$ cat config.mk
export PLATFORM = sky130hd
export DESIGN_NAME = pfo_delay
export DESIGN_NICKNAME = d
export VERILOG_FILES = /design/src/pfo_delay.sv
export SDC_FILE = /design/constraint.sdc
export NUM_CORES = 1
export LEC_CHECK = 0
export ABC_AREA = 0
export BUFFER_PORTS_ARGS = -buffer_cell sky130_fd_sc_hd__buf_2
export CAP_MARGIN = 20
export CORE_MARGIN = 2
export CORE_UTILIZATION = 25
export DETAILED_ROUTE_END_ITERATION = 8
export PLACE_DENSITY = 0.49
export SLEW_MARGIN = 10
export SYNTH_ARGS = -nofsm -noshare
export SYNTH_HDL_FRONTEND = slang
export SYNTH_SLANG_ARGS = --single-unit
$ cat constraint.sdc
create_clock -name clk -period 1.75 [get_ports clk]
set_input_delay 0.0875 -clock clk [delete_from_list [all_inputs] [get_ports clk]]
set_output_delay 0.0875 -clock clk [all_outputs]
set_load 0.01 [all_outputs]
$ cat src/pfo_delay.sv
`default_nettype none
// ----------------------------------------------------------------------------
// pfo_delay
// Enabled shift line that keeps sideband data aligned with a pipelined unit.
// ----------------------------------------------------------------------------
module pfo_delay #(
  parameter int WIDTH = 8,
  parameter int DEPTH = 4
) (
  input  wire logic             clk,
  input  wire logic             en,
  input  wire logic [WIDTH-1:0] d_i,
  output logic      [WIDTH-1:0] q_o
);

  logic [WIDTH-1:0] tap_r [DEPTH];

  always_ff @(posedge clk) begin
    if (en) begin
      tap_r[0] <= d_i;
    end
  end

  for (genvar k = 1; k < DEPTH; k++) begin : g_tap
    always_ff @(posedge clk) begin
      if (en) begin
        tap_r[k] <= tap_r[k-1];
      end
    end
  end

  assign q_o = tap_r[DEPTH-1];

endmodule
`default_nettype wire

* After elaboration in Yosys (flattened, before gate mapping)
Memory sizes are Yosys's and may differ from the RTL's. Cells that the tools add are included.
Word-level totals: bits in registers 0, bits in writable memories 32, bits of input ports 10, output and inout bits 8, logic and storage cells 3, memories 1
Memory list:
- tap_r | words 4, bits a word 8, rd ports 4, clocked after Yosys merged registers in 0, wr ports 4, RTL line 16 | logic [WIDTH-1:0] tap_r [DEPTH];
Operators by class: multiplexer cells 2
Operators with widths (number):
- 1-bit 2-to-1 mux | 2

* Depth between registers and ports, before layout
depth after elaboration 2, depth in mapped cells 0, mapped depth without buffers 0

* Least setup slack after synthesis
No wires, ideal clock.
path type register to register, start point memory tap_r[0][0], end point memory tap_r[1][0] (data pin), setup time 0.266 ns, arrival time 0.323 ns, required time 1.484 ns, path slack 1.161 ns, cell stages (with the launch flop) 1, path buffers 0, clock period less this slack 0.589 ns, cells stage by stage edfxtp_1
RTL lines (RTL line):
- from (decl) | 16

==> results.ini <==
[run_status]
status = complete, no violations

[yosys]
synth.mux.area_fraction_pct = 0
synth-adder-area-share_pct = 0
syn_nets = 42
synthXorXnorAreaFrac_pct = 0
yosys.area_share.simple_pct = 0
syn_area_um2 = 961
yosysUniqueCellTypes = 1
ys_seq_area_share_pct = 100
synth_compound_area_share_pct = 0
synth.avg_cell_area_um2 = 30.0
ys_warn_count = 0
synthCells = 32
ys_ff_latch = 32

[sta]
setup_violations = 0
whs_ns = 0.389
rsz0062_at_grt = false
slew_viol_final = 0
hold_viol = 0
worst_pin_slew_ns = 0.673
finalCritPeriodShare_pct = 49.5
fin_crit_ns = 0.866
setup-tns-final_ns = 0
worst_slack_ns = 0.884
slew_headroom_pct = 55.2
finClkSkew_ns = 0.00472
fmax_ghz = 1.15

[layout]
final_cell_mix = edfxtp_1, buf_2, dlygate4sd3_1
nFillCells = 374
finish.utilization_pct = 35.0
regArea_um2 = 961
top_register = tap_r
comb.multi_input.count = 0
drive_gt1_share_pct = 35.4
multi_input_area_um2 = 0
final_cells = 113
diodes = 0
num-nets-final = 74
mostFrequentLayoutCell = edfxtp_1
reg_top3 = tap_r: 32 flops
largest_reg_flops = 32
area_growth_pct = 34.5

[global_routing]
grt_usage_pct = 6.05
grt_antenna_before_repair = 0
grt_pass1_vias = 368
grt_pass1_wl_um = 1680
grt_max_degree = 33
grt_overflow = 0

[place]
routabilityCongestion = 0.560
dp.cells = 97
port_buffers = 17
place_ws_ns = 0.726

[routing]
ant_nets = 0
drc = 0
drtPass1Iterations = 4
wl_um = 1040
vias_per_cell = 3.46
wire_per_inst_um = 9.20
num_vias = 391
drt_iter0_drc = 3

[worst_hold_path]
min_path_type = input pin to flop

[flow_run]
drv_cap = 0

[clock_tree]
clock-sinks = 32
post_cts_resized = 0
cts_tree = done
numCtsBuffers = 5
clk_pin_slew_worst_paths_ns = 0.06
max-clock-path-buffers = 2
root_buffer = clkbuf_8
clock_latency_ns = 0.28
ctsHtreeMaxLevel = 2

[power]
power_density_mw_per_mm2 = 1250
p_leak_nw = 0.467
worst_ir_drop_vdd_mv = 0.534

[setup_path]
cp-end-kind = output port
critPathTopFamily = flip-flops
cpPeakStageDelay_ns = 0.36
critPathMaxFanout = 1
cp.arrival_ns = 0.78
critPathSlowestCell = edfxtp_1
worstSetupPathType = flop to output port
required_ns = 1.66
cp_cell_sequence = buf_2
worst-path-buf-inv = 1
cp-start-kind = flop

[floorplanning]
ios = 18
chipHeight_um = 66.0
start_util_pct = 26.1
core_mm2 = 0.00369
chipWidth_um = 66.0
fp-row-count = 22
dieArea_mm2 = 0.00436

[final timing paths]
kind / from / endpoint / depth (start not counted) / slack [ns]
worst max-delay path: tap_r[3][4] / q_o[4] / 1 / 0.88
worst min-delay path: en / tap_r[1][5] / 1 / 0.39
worst max register to register: tap_r[1][0] / tap_r[2][0] / 0 / 1.12
worst min register to register: tap_r[1][6] / tap_r[2][6] / 0 / 0.42
[synth_stat cells (all sizes together)]
cell type | number | area [um2]
edfxtp | 32 | 961
[cell families after synthesis]
group       count (synthesis)
flip-flops                 32
[stage by stage]
| step | cell area (um2) | total power, mW |
|---|---|---|
| finish | 1290 | 1.62 |
| global route | 1290 | 1.70 |
| CTS | 1290 | 1.65 |
| detailed placement | 1110 | 0.969 |
| global placement | 1110 | 0.965 |
| floorplan | 961 | 0.934 |
[metal layers]
layer	part of all wire (%)	global-route usage, %	wire length, um	vias to the layer above
li1	-	-	-	192
met1	42	5.87	437	174
met3	11	4.09	114	5
met5	0	0	0	-
met4	5.3	6.89	55	0
met2	42	7.83	434	20
[layout make-up]
cell class / instances / area share (%)
Timing Repair Buffer: 25 / 12.8
Tap cell: 48 / 4.65
Clock buffer: 5 / 5.32
Clock inverter: 3 / 2.90
Sequential cell: 32 / 74.3
[what timing repair did]
item / 4_1_cts / 5_1_grt
endpoints found under the hold margin: 8 / 0
setup buffers: 0 / 0
hold buffers: 8 / 0
[power breakdown]
group	leakage, nW	internal [mW]	switching (mW)
clock	0.0532	0.414	0.242
sequential	0.313	0.904	0.0102
combinational	0.100	0.0251	0.0259
total	0.467	1.34	0.278
No activity file was read; power rests on OpenSTA's default activity.
