<file path="config.mk">
export PLATFORM = sky130hd
export DESIGN_NAME = pfo_sqrt_pipe
export DESIGN_NICKNAME = d
export VERILOG_FILES = /design/src/pfo_sqrt_pipe.sv
export SDC_FILE = /design/constraint.sdc
export NUM_CORES = 2
export LEC_CHECK = 0
export BUFFER_PORTS_ARGS = -buffer_cell sky130_fd_sc_hd__buf_4
export CAP_MARGIN = 0
export CORE_MARGIN = 5
export CORE_UTILIZATION = 40
export CTS_BUF_LIST = sky130_fd_sc_hd__clkbuf_4
export DETAILED_ROUTE_END_ITERATION = 10
export HOLD_SLACK_MARGIN = 0.08
export SLEW_MARGIN = 20
export SYNTH_ARGS = -nofsm -noshare
export SYNTH_HDL_FRONTEND = slang
export SYNTH_SLANG_ARGS = --single-unit
export TNS_END_PERCENT = 30
</file>
<file path="constraint.sdc">
create_clock -name clk -period 6.95 [get_ports clk]
set_input_delay 1.39 -clock clk [delete_from_list [all_inputs] [get_ports clk]]
set_output_delay 1.39 -clock clk [all_outputs]
set_load 0.1 [all_outputs]
</file>
<file path="src/pfo_sqrt_pipe.sv">
`default_nettype none
// ----------------------------------------------------------------------------
// pfo_sqrt_pipe
// Floor square root, one root bit per pipeline stage.
// ----------------------------------------------------------------------------
module pfo_sqrt_pipe #(
  parameter int RW = 64
) (
  input  wire logic            clk,
  input  wire logic            en,
  input  wire logic [RW-1:0]   rad_i,
  output logic      [RW/2-1:0] root_o
);

  localparam int RT = RW / 2;

  logic [RW-1:0] rem_r  [RT];
  logic [RT-1:0] root_r [RT];

  for (genvar k = 0; k < RT; k++) begin : g_stage
    localparam int B = RT - 1 - k;
    logic [RW-1:0] rem_in;
    logic [RT-1:0] root_in;
    logic [RW:0]   test;
    logic [RW:0]   rem_ext;
    logic [RW:0]   rem_nxt;

    if (k == 0) begin : g_first
      assign rem_in  = rad_i;
      assign root_in = '0;
    end else begin : g_next
      assign rem_in  = rem_r[k-1];
      assign root_in = root_r[k-1];
    end

    always_comb begin
      test    = ({{(RW+1-RT){1'b0}}, root_in} << (B + 1)) + ((RW+1)'(1) << (2 * B));
      rem_ext = {1'b0, rem_in};
      rem_nxt = rem_ext - test;
    end

    always_ff @(posedge clk) begin
      if (en) begin
        if (rem_ext >= test) begin
          rem_r[k]  <= rem_nxt[RW-1:0];
          root_r[k] <= root_in | (RT'(1) << B);
        end else begin
          rem_r[k]  <= rem_in;
          root_r[k] <= root_in;
        end
      end
    end
  end

  assign root_o = root_r[RT-1];

endmodule
`default_nettype wire

</file>
Yosys cells after proc, flatten, opt, wreduce, memory -nomap -nowiden. Memory sizes are Yosys's and may differ from the RTL's. Cells that the tools add are included.

Register bits after elaboration: 0. Bits in writable memories: 3072. Output and inout port bits: 32. Word-level logic and storage cells: 417. Memories kept: 2.

Add/sub/neg operators: 63. Magnitude comparators: 32. Mux-type cells: 256. Bitwise operators: 64.

Memories: rem_r (depth 32, bits a word 64, rd ports 31, clocked after memory_dff 0, write ports 32, line 17) `logic [RW-1:0] rem_r [RT];`; root_r (depth 32, bits a word 32, rd ports 32, clocked after memory_dff 0, write ports 32, line 18) `logic [RT-1:0] root_r [RT];`.

Operators with widths (count): $mux 64 (32); $mux 32 (32); $mux 1 (192); $add 63x61->64 const B (1); $ge 64x34->1 (1); $ge 64x35->1 (1); $ge 64x36->1 (1); $ge 64x37->1 (1); $ge 64x38->1 (1); $ge 64x39->1 (1); $ge 64x40->1 (1); $ge 64x41->1 (1); $ge 64x42->1 (1); $ge 64x43->1 (1); $ge 64x44->1 (1); $ge 64x45->1 (1); $ge 64x46->1 (1); $ge 64x47->1 (1); $ge 64x48->1 (1); $ge 64x49->1 (1); $ge 64x50->1 (1); $ge 64x51->1 (1); $ge 64x52->1 (1); $ge 64x53->1 (1); 75 further kinds (138).

Longest topological paths before layout. An unclocked memory read counts as a cell.

Depth in word-level cells: 7. Gate-level depth with buffers: 16.

Worst setup path before layout. OpenSTA, ideal clock, no wires.

Kind: input port to flip-flop. Start point: input port en. End point: memory rem_r[28][0] (netlist: rem_r[1][768]) (enable). Library setup time: 0.485 ns. Arrival time: 4.771 ns. Data required time: 6.465 ns. Setup slack: 1.694 ns. Cell stages on the path: 4. Path buffers: 4. Path through: clkbuf_1 > clkbuf_1 > clkbuf_1 > clkbuf_1.

RTL lines: start: declaration (line 10) `input wire logic en,`; end: declaration (line 17).

==> impl_metrics.yaml <==
global_route:
  grtUsageMet3: 0.0370
  grt_pass1_wl_mm: 470
  grt_pass1_vias: 79100
  grt_antenna_before_repair: 15
  grtUsageMet1: 0.273
  busiest_layer: "met2"
  grt_use_total: 0.191
  overflow: 0
  use_met2: 0.290
  grt_max_degree: 195
sta:
  min_period_ps: 4750
  drv_slew: 0
  hold_viol: 0
  rsz0062_at_grt: "no"
  fmax_mhz: 211
  setup_viol: 0
  fin_skew_ps: 203
  relSlewSlack: 0.131
  setup_tns_ps: 0
  fin_crit_sh: 0.683
  max_slew.worst_pin.slew_ps: 1290
synthesis:
  netlist_instances: 9770
  synth_seq_cells: 2512
  synth_largest_area_cell: "edfxtp_1"
  synth_xor_area_frac: 0.0634
  synth_top_family_by_area: "simple AND/OR/NAND/NOR gates"
  synth_compound_area_frac: 0.0962
  syn_area_per_cell_um2: 12.4
  yosys-top-cells-area: "edfxtp_1, ha_1, xor2_1"
  synth_top_area_share: 0.622
  synth_commonest_cells: "edfxtp_1, nand2_1, inv_1, nor2_1, ha_1"
  synth_nets: 10400
  synth_edf_count: 2512
  seq_area_frac_synth: 0.622
  syn-cell-area_um2: 121000
  synthArstFlopShare: 0
  synth_mux_area_frac: 0.00472
  synthSimpleGateAreaFrac: 0.127
  synth-main-ff-cell: "edfxtp_1"
  yosys_warnings: 0
  yosys.cell_count.top_type: "edfxtp_1"
  synth_cell_types: 90
  synth-adder-area-share: 0.0576
detailed_routing:
  drc: 1
  wirelength_mm: 310
  vias: 81300
  wl_per_cell_um: 20.9
  vias_per_cell: 5.47
  ant_nets: 0
  drtIter0Drc: 7615
  dr.pass1.iters: 9
clocking:
  post-cts-setup-buffers: 0
  numCtsBuffers: 655
  htreeDepth: 6
  cts_hold_buf: 64
  cts_buffer_depth: 4
  clk_latency_ps: 1510
  cts.clk_slew.worst_paths_ps: 70
  cts_tree: "yes"
  root_buffer: "clkbuf_4"
  cts.repair.resized: 0
  cts_sinks: 2512
setup_path:
  end_kind: "register"
  start_kind: "register"
  cp.depth: 12
  crit_chain: "ha_1, and3_1, nand2_1, nor3_1, nand3_1, nor3_1, a211oi_1, o2111a_2, buf_4, nor4b_1, nand2b_1, xnor2_1"
  worst-path-buf-inv: 1
  worst_path_max_delay_cell: "nor4b_1"
  cp_max_fo: 62
  crit_top_cell: "nor3_1"
  required_ps: 8110
  max_stage_delay_ps: 960
  crit_family: "simple AND/OR/NAND/NOR gates"
  cp.arrival_ps: 5900
  crit_type: "reg -> reg"
  ff2ff_path_depth: 12
floorplan:
  fp.dieW_um: 561
  core_um2: 302000
  fp.dieH_um: 561
  initial_core_util: 0.401
  dieArea_um2: 314000
  row_count: 202
  ioPinCount: 98
placement:
  place.port_buffers: 97
  dpl.hpwl_mm: 230
  gp_congestion: 1.01
layout:
  nets: 11000
  ff_latch_area_um2: 75400
  multi_input_area_um2: 42400
  area_growth_pct: 11.8
  drive_gt1_frac: 0.116
  n_fill_cell: 27500
outcome:
  outcome: "finished, violations left"
  violations: "DRC"
pwr:
  cellPowerDensity_nw_per_um2: 315
  vdd_drop_max_mv: 0.165
  p_total_mw: 42.7
  p_leak_nw: 51.0
hold_path:
  hold_class: "reg -> reg"
  hold_path_depth: 0
run:
  maxCapViolCount: 0
==> final cells by class <==
type                       instances  share of cell area
antenna                           11            0.000203
clock buffer                     892              0.0494
clock inverter                   218              0.0103
inverter                         702              0.0194
multi-input combinational       6327               0.313
sequential                      2512               0.557
tap                             3978              0.0367
timing repair buffer             223              0.0143
==> sequential cells by signal, indices dropped and copies added, names as in the netlist <==
signal	count
root_r	528
rem_r	1984
==> final timing paths <==
kind	end	from	slack (ps)
setup / recovery	rem_r[1][953]	rem_r[1][861]	2200
hold / removal	rem_r[0][967]	rem_r[0][903]	370
hold reg to reg	rem_r[0][967]	rem_r[0][903]	370
setup reg to reg	rem_r[1][953]	rem_r[1][861]	2200
==> cell usage in the layout (no fill, tap or decap), types with 136 or more instances in the layout <==
master	instances
a21o_1	224
a21oi_1	537
buf_4	151
clkbuf_4	892
clkinv_1	136
edfxtp_1	2512
ha_1	558
inv_1	698
nand2_1	712
nand3_1	163
nand4_1	146
nor2_1	580
nor3_1	275
nor4_1	370
o21ai_0	467
xnor2_1	404
xor2_1	474
==> power by group <==
| part | switching [mW] | leakage, nW | internal (mW) | total [mW] |
|---|---|---|---|---|
| registers | 1.71 | 24.2 | 19.2 | 20.9 |
| logic | 5.62 | 22.1 | 3.63 | 9.25 |
| clock network | 6.13 | 4.74 | 6.42 | 12.6 |
==> logic make-up (layout without fill, tap and decap cells) <==
| family | Yosys count | in the layout |
|---|---|---|
| mux | 52 | 52 |
| flops | 2512 | 2512 |
| fa+ha+maj | 558 | 558 |
| compound gates | 1870 | 1870 |
| simple gates | 2969 | 2969 |
| other cells | 0 | 11 |
| xor+xnor | 878 | 878 |
| buf+inv | 931 | 2035 |
==> stage by stage <==
stage / instance area, um2 / setup WS, ps / hold WS [ps] / util / cells
floorplan: 121000 / 1690 / 417 / - / 9770
global placement: 127000 / 1870 / 427 / 0.419 / 13700
detailed placement: 127000 / 1820 / 430 / 0.419 / 13700
CTS: 135000 / 2240 / 224 / 0.448 / 14900
global route: 136000 / 1900 / 297 / 0.448 / 14900
finish: 136000 / 2200 / 368 / 0.448 / 14900
==> per-layer routing <==
layer	part of all wire	up-vias
met1	0.45	39300
met2	0.44	3089
met3	0.073	518
met5	0.00011	-
met4	0.033	6
li1	-	38400
No activity file was read; power rests on OpenSTA's default activity.
